`config.mk`:
```
export PLATFORM = sky130hd
export DESIGN_NAME = pnn_queue
export DESIGN_NICKNAME = d
export VERILOG_FILES = /design/src/rtl/core/polygon_plane_newell_defines.svh /design/src/rtl/core/pnn_pkg.sv /design/src/rtl/core/pnn_queue.sv
export SDC_FILE = /design/constraint.sdc
export NUM_CORES = 1
export LEC_CHECK = 0
export ABC_AREA = 1
export BUFFER_PORTS_ARGS = -buffer_cell sky130_fd_sc_hd__buf_2
export CAP_MARGIN = 20
export CORE_MARGIN = 3
export CORE_UTILIZATION = 40
export CTS_CLUSTER_DIAMETER = 30
export CTS_CLUSTER_SIZE = 14
export DETAILED_ROUTE_END_ITERATION = 10
export SYNTH_ARGS = -nofsm -noshare
export SYNTH_HDL_FRONTEND = slang
export SYNTH_SLANG_ARGS = --single-unit
export TNS_END_PERCENT = 30
```
`constraint.sdc`:
```
create_clock -name clk_i -period 3.6 [get_ports clk_i]
set_input_delay 0.18 -clock clk_i [delete_from_list [all_inputs] [get_ports clk_i]]
set_output_delay 0.18 -clock clk_i [all_outputs]
set_load 0.02 [all_outputs]
```
`src/rtl/core/polygon_plane_newell_defines.svh`:
```
// ----------------------------------------------------------------------------
// Assertion macros for the polygon plane block.
// ----------------------------------------------------------------------------
`ifndef POLYGON_PLANE_NEWELL_DEFINES_SVH
`define POLYGON_PLANE_NEWELL_DEFINES_SVH

// Property that must hold at every clock edge out of reset.
`define PNN_ASSERT(lbl, prop, msg) \
  lbl: assert property (@(posedge clk_i) disable iff (!rst_ni) (prop)) else $error(msg);

// Condition that must be followed by another in the next cycle.
`define PNN_ASSERT_NEXT(lbl, ante, cons, msg) \
  lbl: assert property (@(posedge clk_i) disable iff (!rst_ni) (ante) |=> (cons)) else $error(msg);

`endif

```
`src/rtl/core/pnn_pkg.sv`:
```
// ----------------------------------------------------------------------------
// pnn_pkg
// Shared constants, types and state encodings of the polygon plane block.
// ----------------------------------------------------------------------------
`default_nettype none

package pnn_pkg;

  localparam int unsigned MAX_VERTICES_DEF     = 1024;
  localparam int unsigned COORD_BITS_DEF       = 24;
  localparam int unsigned NORMAL_FRAC_BITS_DEF = 14;

  localparam int unsigned ACC_W      = 60;
  localparam int unsigned SUM_W      = 34;
  localparam int unsigned OFFSET_W   = 25;
  localparam int unsigned NORMAL_W   = 16;
  localparam int unsigned COUNT_W    = 11;
  localparam int unsigned TOL_W      = 32;
  localparam int unsigned DIV_W      = 64;
  localparam int unsigned QUEUE_DEPTH = 2;

  localparam logic [TOL_W-1:0] TOL_RESET = TOL_W'(1);

  typedef enum logic [1:0] {
    F_RUN,
    F_CLOSE,
    F_WAIT,
    F_PUSH
  } front_state_e;

  typedef enum logic [3:0] {
    B_IDLE,
    B_MAG,
    B_NORM,
    B_SQ,
    B_SQRT,
    B_DIVN_S,
    B_DIVN_W,
    B_DOT,
    B_DIVD_S,
    B_DIVD_W,
    B_OUT
  } back_state_e;

  // Accumulated loop data handed from the front end to the back end.
  typedef struct packed {
    logic [2:0][ACC_W-1:0] acc;
    logic [2:0][SUM_W-1:0] sum;
  } job_t;

  typedef struct packed {
    logic               overflow;
    logic               degenerate;
    logic [COUNT_W-1:0] vertex_count;
    logic [SUM_W-1:0]   sum_z;
    logic [SUM_W-1:0]   sum_y;
    logic [SUM_W-1:0]   sum_x;
    logic [OFFSET_W-1:0] plane_offset;
    logic [NORMAL_W-1:0] normal_z;
    logic [NORMAL_W-1:0] normal_y;
    logic [NORMAL_W-1:0] normal_x;
  } result_t;

endpackage

`default_nettype wire

```
`src/rtl/core/pnn_queue.sv`:
```
// ----------------------------------------------------------------------------
// pnn_queue
// Short register queue between the intake and the plane solver.
// ----------------------------------------------------------------------------
`default_nettype none

module pnn_queue import pnn_pkg::*; #(
  parameter int unsigned WIDTH = 8
) (
  input  logic             clk_i,
  input  logic             rst_ni,
  input  logic             push_i,
  input  logic [WIDTH-1:0] data_i,
  output logic             full_o,
  input  logic             pop_i,
  output logic [WIDTH-1:0] data_o,
  output logic             empty_o
);

  localparam int unsigned PTR_W = $clog2(QUEUE_DEPTH);

  logic [WIDTH-1:0] mem_q [QUEUE_DEPTH];
  logic [PTR_W-1:0] wr_q, rd_q;
  logic [PTR_W:0]   fill_q;

  assign full_o  = (fill_q == (PTR_W+1)'(QUEUE_DEPTH));
  assign empty_o = (fill_q == '0);
  assign data_o  = mem_q[rd_q];

  always_ff @(posedge clk_i or negedge rst_ni) begin
    if (!rst_ni) begin
      wr_q   <= '0;
      rd_q   <= '0;
      fill_q <= '0;
    end else begin
      if (push_i) wr_q <= (wr_q == PTR_W'(QUEUE_DEPTH - 1)) ? '0 : wr_q + PTR_W'(1);
      if (pop_i)  rd_q <= (rd_q == PTR_W'(QUEUE_DEPTH - 1)) ? '0 : rd_q + PTR_W'(1);
      fill_q <= fill_q + (PTR_W+1)'(push_i) - (PTR_W+1)'(pop_i);
    end
  end

  always_ff @(posedge clk_i) begin
    if (push_i) mem_q[wr_q] <= data_i;
  end

endmodule

`default_nettype wire

```
Word level (Yosys, flattened, before mapping)
Memories as Yosys holds them, arrays and structs flattened. Index checks and enable logic that the tools add are counted.

Add/subtract/negate cells: 4. Equal/unequal tests: 1. Mux-type cells: 4. Reduce and logical (&&, ||, !) cells: 1.

Operators with widths (count): $mux 1 (4); $add 1x1->1 const B (2); $add 2x1->2 (1); $eq 2x2->1 const B (1); $logic_not 2->1 (1); $sub 2x1->2 (1).

Bits in registers: 4. Memory bits (writable): 16. Bits of input ports: 12. Output and inout port bits: 10. Memories: 1.

Memories: mem_q (words 2, bits a word 8, rd ports 1, clocked after Yosys merged registers in 0, wr ports 1, RTL line pnn_queue.sv:22) `logic [WIDTH-1:0] mem_q [QUEUE_DEPTH];`.

Depth between registers and ports, before layout
Gate-level depths: netlist (run 1).

Depth in word-level cells: 2. Depth in mapped cells: 7.

Worst setup path before layout (run 1)
OpenSTA, ideal clock, no wires.

Kind: reg-to-output. From: register rd_q. To: output data_o[0]. Arrival time: 0.981 ns. Required time: 3.420 ns. Slack: 2.439 ns. Stages on the path, launching flop included: 3. Buffers on the path: 1. Cells stage by stage: dfrtp_1 -> buf_6 -> o21ai_0.

Cells in the longest elaborated chain, start to end: 1.

RTL lines: from (decl) (RTL line pnn_queue.sv:23) `logic [PTR_W-1:0] wr_q, rd_q;`; from (signal assigned) (RTL line pnn_queue.sv:37) `if (pop_i) rd_q <= (rd_q == PTR_W'(QUEUE_DEPTH - 1)) ? '0 : rd_q + PTR_W'(1);`; $mem_v2 2x8; to (decl) (RTL line pnn_queue.sv:16) `output logic [WIDTH-1:0] data_o,`.

Every way passes these cells.

Worst setup path in the final report (run 1)
From: register rd_q. To: output data_o[1].

Same word-level chain as after synthesis.

==> results of run 1 <==
==> state kept, by name, indices dropped and copies added, names as in the netlist <==
signal,flops
mem_q,16
fill_q,2
rd_q,1
wr_q,1
==> cell type report <==
class	count	area [um^2]
Inverter	15	56.3
Fill cell	186	867
Timing Repair Buffer	22	115
Clock inverter	1	3.75
Clock buffer	3	22.5
Multi-Input combinational cell	30	163
Sequential cell	20	581
Tap cell	25	31.3
==> critical path, cell delays in order (launching register included) <==
cell and delay, ns:
dfrtp_1 0.71, nand2_1 0.14, o21ai_2 0.07, buf_2 0.17
==> stage by stage <==
stage               total power [mW]  instances  hold slack [ns]
floorplan                      0.576         67           -0.116
global placement               0.621        111         -0.00686
detailed placement             0.633        111         -0.00193
CTS                            0.733        116           0.0683
global route                   0.785        116           0.0592
finish                         0.721        116           0.0768
==> worst min-delay path by stage <==
stage / depth (start not counted) / from / endpoint / slack (ns)
after floorplan: 0 / rst_ni / fill_q[0]$_DFF_PN0_ / -0.12
after global placement: 1 / rst_ni / wr_q$_DFFE_PN0P_ / -0.007
after detailed placement: 1 / rst_ni / fill_q[0]$_DFF_PN0_ / -0.002
after CTS: 1 / data_i[1] / mem_q[0][1]$_DFFE_PP_ / 0.07
after global routing: 1 / data_i[1] / mem_q[0][1]$_DFFE_PP_ / 0.06
final: 1 / data_i[1] / mem_q[0][1]$_DFFE_PP_ / 0.08
==> where the power goes <==
part           total (mW)  leakage [nW]  internal (mW)  switching, mW
Sequential          0.365         0.197          0.314         0.0508
Combinational       0.256         0.248         0.0900          0.166
Clock               0.101        0.0154         0.0403         0.0603
Total               0.721         0.461          0.444          0.277
==> placed cells by master, fill, tap and decap left out <==
| cell type | Yosys | final |
|---|---|---|
| nor2_1 | 3 | 3 |
| nand3_1 | 1 | 1 |
| clkinv_1 | 0 | 1 |
| clkbuf_4 | 0 | 3 |
| edfxtp_1 | 16 | 16 |
| buf_2 | 0 | 21 |
| inv_1 | 15 | 15 |
| xor2_1 | 2 | 2 |
| nand2_1 | 14 | 14 |
| o21ai_2 | 3 | 3 |
| dlygate4sd3_1 | 0 | 1 |
| o21ai_0 | 5 | 5 |
| ha_1 | 2 | 2 |
| dfrtp_1 | 4 | 4 |
==> per-layer routing <==
metal | GRT usage (%) | up-vias
met2 | 18.9 | 13
met5 | 0 | -
met3 | 4.87 | 0
li1 | - | 262
met4 | 3.06 | 0
met1 | 14.7 | 242
==> timing repair <==
item | CTS | global route
buffers inserted | 0 | 0
endpoints found under the setup margin | 0 | 0
resized for setup | 0 | 0
endpoints found under the hold margin | 4 | 0
hold buffers | 1 | 0
==> cells by family (layout without fill, tap and decap cells) <==
group | after synthesis | in the layout | share of synthesized area [%]
flip-flops | 20 | 20 | 69.9
AND/OR/NAND/NOR | 18 | 18 | 8.28
buffers and inverters | 17 | 41 | 10.5
AO/OA/AOI/OAI | 8 | 8 | 6.17
adder cells (fa/ha/maj) | 2 | 2 | 3.01
XOR/XNOR | 2 | 2 | 2.11
==> results.tsv, run 1 <==
metric	value	unit
worstRegToRegCells	1	
overflow	0	
netlist_area	831	um^2
die_area	2660	um^2
finalWorstSetupSlack	2.03	ns
worstSetupEndpointType	primary output	
drv_cap	0	
r2r-end	mem_q[0][1]$_DFFE_PP_	
die_height	51.6	um
netlist.top_cell.by_area	edfxtp_1	
first_pass_iters	3	
setup_viol	0	
fin_crit	1.57	ns
hold_class	in2reg	
clock_sinks	20	
period_share	43.7	%
wl_per_cell	10.6	um
worst_slew_pin_slew	0.643	ns
syn_to_final_growth	17.0	%
antenna_cells	0	
cts_tree	built	
yosysWarnings	0	
crit_required	3.42	ns
layout.nets	106	
fin_tns_setup	0	ns
ios	22	
topRoutingLayerUsed	met3	
dp.final_hpwl	953	um
hold_violations	0	
endpoint	data_o[1]	
r2r_setup_slack	2.31	ns
rows	15	
via_per_inst	4.46	
grt_max_degree	18	
critPathKind	reg2out	
synth_edf_count	16	
vias	517	
reg2reg_from	wr_q$_DFFE_PN0P_	
drive_above_1_share	29.7	%
startpoint	rd_q$_DFFE_PN0P_	
post-route-drc-count	0	
worstPathArrival	1.39	ns
drtIter0Drc	16	
outcome	finished clean	
synthDominantCellAreaShare	57.8	%
ys.flop_type	edfxtp_1	
grt_antenna_before_repair	0	
cts_max_level	1	
power-per-cell-area	742	nW/um^2
grt_first_pass_wirelength	2300	um
drt.antenna.violating_nets	0	
cts_buffers	3	
critPathMaxFanout	17	
start_util	45.2	%
slew_viol_final	0	
port_buffers	21	
peakVddDrop	0.382	mV
clock-root-buffer	clkbuf_4	
synthTopCellsByArea	edfxtp_1, dfrtp_1, inv_1, nand2_1, o21ai_2	
clockBufferDepth	2	
wl_met1	536	um
max_freq	636	MHz
synthArstFlopShare	20.0	%
yosysMostFrequentCell	edfxtp_1	
insertion_delay	0.29	ns
p_leak	0.461	nW
synthTopCellsByCount	edfxtp_1, inv_1, nand2_1	
syn_area_per_cell	12.4	um^2
yosysSeqAreaShare	69.9	%
netlist_instances	67	
cts.reportedPaths.clkPinSlew	0.10	ns
rsz0062_at_grt	no	
clock_skew	0.00246	ns
final_core_util	52.9	%
grt_pass1_vias	555	
dpl-instance-area	936	um^2
gp_congestion	0.662	
fp.coreArea	1840	um^2
fp.dieW	51.6	um
yosys.cell_types.count	12	
synth-seq-cells	20	
syn_nets	81	
wl_met2	629	um
startpoint_type	register	
routed_wl	1220	um
dr_wl_met3	57	um
post-place-ws	2.29	ns
design_area	972	um^2
slew_headroom	57.0	%
grt.total_usage	11.8	%
No activity file was read; power rests on OpenSTA's default activity.
==> inputs of run 2 (changes only) <==
- clock period: 3.6 -> 1.6 ns (I/O delays scaled with it)
==> run 2 against run 1 <==
  * Non-clock buffer count grew 12
  * Die area did not move
  * Routed wire length grew 0.82%
  * Global-route usage shrank 1.1 points
  * Combinational power is 140% higher
  * Sequential power increased by 120%
  * Utilization is 6.3 points higher
  * Critical path type unchanged
  * Clock skew increased by 0.00058 ns
  * Highest routed layer is now met4
==> results.tsv, run 2 (synthesis results as in run 1) <==
metric	value	unit
startpoint_type	register	
hold_violations	0	
mostFrequentLayoutCells	buf_2, edfxtp_1, inv_1, nand2_1, dlygate4sd3_1	
peakVddDrop	0.815	mV
clock-root-buffer	clkbuf_4	
worst_slew_pin_slew	0.321	ns
largest-register	mem_q	
layout.nets	118	
worstSetupEndpointType	primary output	
rows	15	
drtIter0Drc	13	
cts_buffers	3	
slew_viol_final	0	
routed_wl	1230	um
clock_sinks	20	
biggestRegsByFlops	mem_q x16, fill_q x2	
power-per-cell-area	1520	nW/um^2
port_buffers	21	
hold_class	in2async	
fp.dieW	51.6	um
die_height	51.6	um
grt_first_pass_wirelength	2010	um
vias	534	
slew_headroom	78.6	%
post-place-ws	0.452	ns
crit_required	1.52	ns
fin_tns_setup	0	ns
start_util	45.2	%
drv_cap	0	
wl_per_cell	9.64	um
drt.antenna.violating_nets	0	
fin_crit	1.33	ns
syn_to_final_growth	31.0	%
rsz0062_at_grt	no	
via_per_inst	4.17	
dpl-instance-area	951	um^2
setup_viol	0	
gp_congestion	0.680	
grt.total_usage	10.7	%
grt_pass1_vias	479	
first_pass_iters	6	
cts_tree	built	
outcome	finished clean	
p_leak	0.512	nW
die_area	2660	um^2
clock_skew	0.00303	ns
overflow	0	
cts.reportedPaths.clkPinSlew	0.10	ns
finalWorstSetupSlack	0.266	ns
design_area	1090	um^2
cts_max_level	1	
clockBufferDepth	2	
critPathMaxFanout	17	
post-route-drc-count	0	
final_common_cell	buf_2	
period_share	83.4	%
insertion_delay	0.29	ns
ios	22	
antenna_cells	0	
fp.coreArea	1840	um^2
dp.final_hpwl	874	um
max_freq	750	MHz
grt_max_degree	18	
critPathKind	reg2out	
drive_above_1_share	29.1	%
grt_antenna_before_repair	0	
largest_reg_flops	16	
worstPathArrival	1.25	ns
run 2: per-layer routing:
metal / track usage [%] / routed length [um] / up-vias
met1: 12.4 / 531 / 232
met2: 18.4 / 613 / 14
li1: - / - / 286
met4: 2.62 / 12 / 0
met3: 4.30 / 77 / 2
met5: 0 / 0 / -
run 2: repair_timing:
| action | CTS | global route |
|---|---|---|
| hold buffers | 10 | 1 |
| endpoints found under the setup margin | 0 | 3 |
| endpoints found under the hold margin | 21 | 1 |
| resized for setup | 0 | 1 |
| buffers inserted | 0 | 0 |
run 2: layout make-up:
| type | count | area [um^2] |
|---|---|---|
| Clock buffer | 3 | 22.5 |
| Clock inverter | 1 | 3.75 |
| Fill cell | 175 | 751 |
| Inverter | 15 | 56.3 |
| Multi-Input combinational cell | 30 | 163 |
| Sequential cell | 20 | 582 |
| Tap cell | 25 | 31.3 |
| Timing Repair Buffer | 34 | 230 |
run 2: report_power, final:
group | switching, mW | leakage, nW | internal, mW
logic | 0.383 | 0.300 | 0.236
clock network | 0.132 | 0.0154 | 0.0907
registers | 0.110 | 0.196 | 0.708
run 2: critical path, cell delays in order (launching register included):
cell	delay [ns]
dfrtp_2	0.54
o21ai_0	0.23
buf_2	0.20
run 2: per-stage QoR:
stage / cells / util [%] / hold slack (ns) / total power, mW
2_1_floorplan: 67 / - / -0.216 / 1.30
3_3_place_gp: 113 / 51.7 / -0.109 / 1.42
6_report: 128 / 59.2 / 0.107 / 1.66
5_1_grt: 128 / 59.2 / 0.115 / 1.79
3_5_place_dp: 113 / 51.7 / -0.110 / 1.44
4_1_cts: 127 / 58.6 / 0.00403 / 1.68
run 2: worst paths after layout:
path                                     start                  end  slack (ns)  cells past startpoint
max                           rd_q$_DFFE_PN0P_            data_o[5]        0.27                      2
min                                     rst_ni  fill_q[1]$_DFF_PN0_        0.11                      2
min reg2reg                   wr_q$_DFFE_PN0P_     wr_q$_DFFE_PN0P_        0.50                      1
max reg2reg                fill_q[0]$_DFF_PN0_  fill_q[1]$_DFF_PN0_        0.46                      7
max in group asynchronous               rst_ni     rd_q$_DFFE_PN0P_        1.37                      2
min in group clk_i            wr_q$_DFFE_PN0P_     wr_q$_DFFE_PN0P_        0.50                      1
==> inputs of run 3 (changes only) <==
- clock period: 1.6 -> 1.33 ns (I/O delays scaled with it)
==> run 3 against run 2 <==
  * Sequential power up 13%
  * Routed wire length is 9.9% higher
  * Cell count rose by 2.3%
  * Critical path depth up 1
  * Register-to-register slack worse by 0.27 ns
  * Via count rose by 5.4%
  * Count of clock-buffer cells in the layout stayed put
  * Clock skew fell by 0.0014 ns
  * Combinational power grew 53%
  * Cell area rose by 2.8%
  * Global-route usage grew 0.58 points
==> results.tsv, run 3 (synthesis results as in run 1) <==
metric	value	unit
first_pass_iters	3	
crit_required	1.26	ns
fin_crit	1.26	ns
largest_reg_flops	16	
crit_path_cell_trace	buf_4, o21ai_1, buf_2	
cts_tree	built	
finalWorstSetupSlack	0.0718	ns
drive_above_1_share	33.0	%
fp.dieW	51.6	um
dpl-instance-area	951	um^2
clock-root-buffer	clkbuf_4	
r2r-end	fill_q[1]$_DFF_PN0_	
p_leak	0.531	nW
drt.antenna.violating_nets	0	
critPathKind	reg2out	
start_util	45.2	%
max_freq	795	MHz
final_core_util	60.8	%
worstPathArrival	1.19	ns
reg2reg_from	fill_q[0]$_DFF_PN0_	
post-route-drc-count	0	
grt_antenna_before_repair	0	
die_area	2660	um^2
hold_class	in2reg	
power-per-cell-area	1920	nW/um^2
antenna_cells	0	
rows	15	
outcome	finished clean	
hold_violations	0	
drv_cap	0	
worst_slew_pin_slew	0.319	ns
routed_wl	1360	um
ios	22	
clock_skew	0.00159	ns
startpoint_type	register	
cp_slowest_cell	dfrtp_2	
cts.reportedPaths.clkPinSlew	0.10	ns
via_per_inst	4.30	
drtIter0Drc	2	
setup_viol	0	
worstRegToRegCells	6	
die_height	51.6	um
peakVddDrop	1.17	mV
insertion_delay	0.29	ns
vias	563	
critPathMaxFanout	5	
layout.nets	121	
grt.total_usage	11.3	%
n_fill_cell	174	
grt_pass1_vias	554	
rsz0062_at_grt	yes	
r2r_setup_slack	0.19	ns
slew_viol_final	0	
mostFrequentLayoutCells	buf_2, edfxtp_1, inv_1, nand2_1, dlygate4sd3_1	
design_area	1120	um^2
whs_path_depth	2	
cts_max_level	1	
overflow	0	
post-place-ws	0.169	ns
min_from	push_i	
clockBufferDepth	2	
hold-path-endpoint	wr_q$_DFFE_PN0P_	
final_common_cell	buf_2	
port_buffers	21	
worstSetupEndpointType	primary output	
grt_first_pass_wirelength	2150	um
cts_buffers	3	
slew_headroom	78.7	%
whs	0.00910	ns
grt_max_degree	18	
biggestRegsByFlops	mem_q x16, fill_q x2	
clock_sinks	20	
critPathMaxStageDelay	0.44	ns
fp.coreArea	1840	um^2
syn_to_final_growth	34.6	%
wl_per_cell	10.4	um
dp.final_hpwl	890	um
largest-register	mem_q	
gp_congestion	0.699	
period_share	94.6	%
run 3: cell count changes in the layout (fill, tap and decap cells not counted), sizes merged:
cell / previous run / this run
dlygate4sd3: 11 / 10
buf: 23 / 27
run 3: through the flow:
stage                     setup TNS (ns)  instances  total power [mW]
final                                  0        131              2.15
after global placement                 0        113              1.71
after floorplan                        0         67              1.56
after CTS                              0        127              2.04
after global routing            -0.00858        131              2.31
after detailed placement               0        113              1.74
run 3: how the worst max path moves through the flow:
stage / depth (start not counted) / endpoint / slack (ns) / from
final: 3 / data_o[4] / 0.07 / rd_q$_DFFE_PN0P_
after global routing: 3 / data_o[4] / -0.009 / rd_q$_DFFE_PN0P_
after CTS: 3 / data_o[7] / 0.006 / rd_q$_DFFE_PN0P_
after detailed placement: 2 / data_o[7] / 0.17 / rd_q$_DFFE_PN0P_
after global placement: 2 / data_o[7] / 0.20 / rd_q$_DFFE_PN0P_
after floorplan: 1 / mem_q[0][0]$_DFFE_PP_ / 0.19 / wr_q$_DFFE_PN0P_
run 3: per-layer routing:
metal  GRT usage [%]  up-vias  wire length [um]
met5               0        -                 0
met4            3.93        0                12
met3            3.44        2                53
met2            20.6       11               706
met1            12.2      258               583
li1                -      292                 -
run 3: area by class of cell:
cell class | count | area (um^2) | share of cell area [%]
sequential | 20 | 582 | 52.0
timing repair buffer | 37 | 256 | 22.9
multi-input combinational | 30 | 166 | 14.9
inverter | 15 | 56.3 | 5.03
tap | 25 | 31.3 | 2.80
clock buffer | 3 | 22.5 | 2.01
clock inverter | 1 | 3.75 | 0.336
run 3: where the power goes:
group / total, mW / internal (mW) / switching, mW
Combinational: 0.946 / 0.387 / 0.558
Clock: 0.274 / 0.109 / 0.165
Sequential: 0.928 / 0.853 / 0.0748
run 3: worst max-delay path, delay by kind of cell, from the launching register on:
family	cells	cell delay (ns)
AO/OA/AOI/OAI	1	0.13
buffers and inverters	2	0.34
flip-flops	1	0.44
run 3: what timing repair did:
action                                  CTS  global route
hold buffers                             10             0
gates resized for setup                   2             7
endpoints found under the hold margin    21             0
setup buffers                             0             4
endpoints found under the setup margin    8             7
cloned                                    0             0
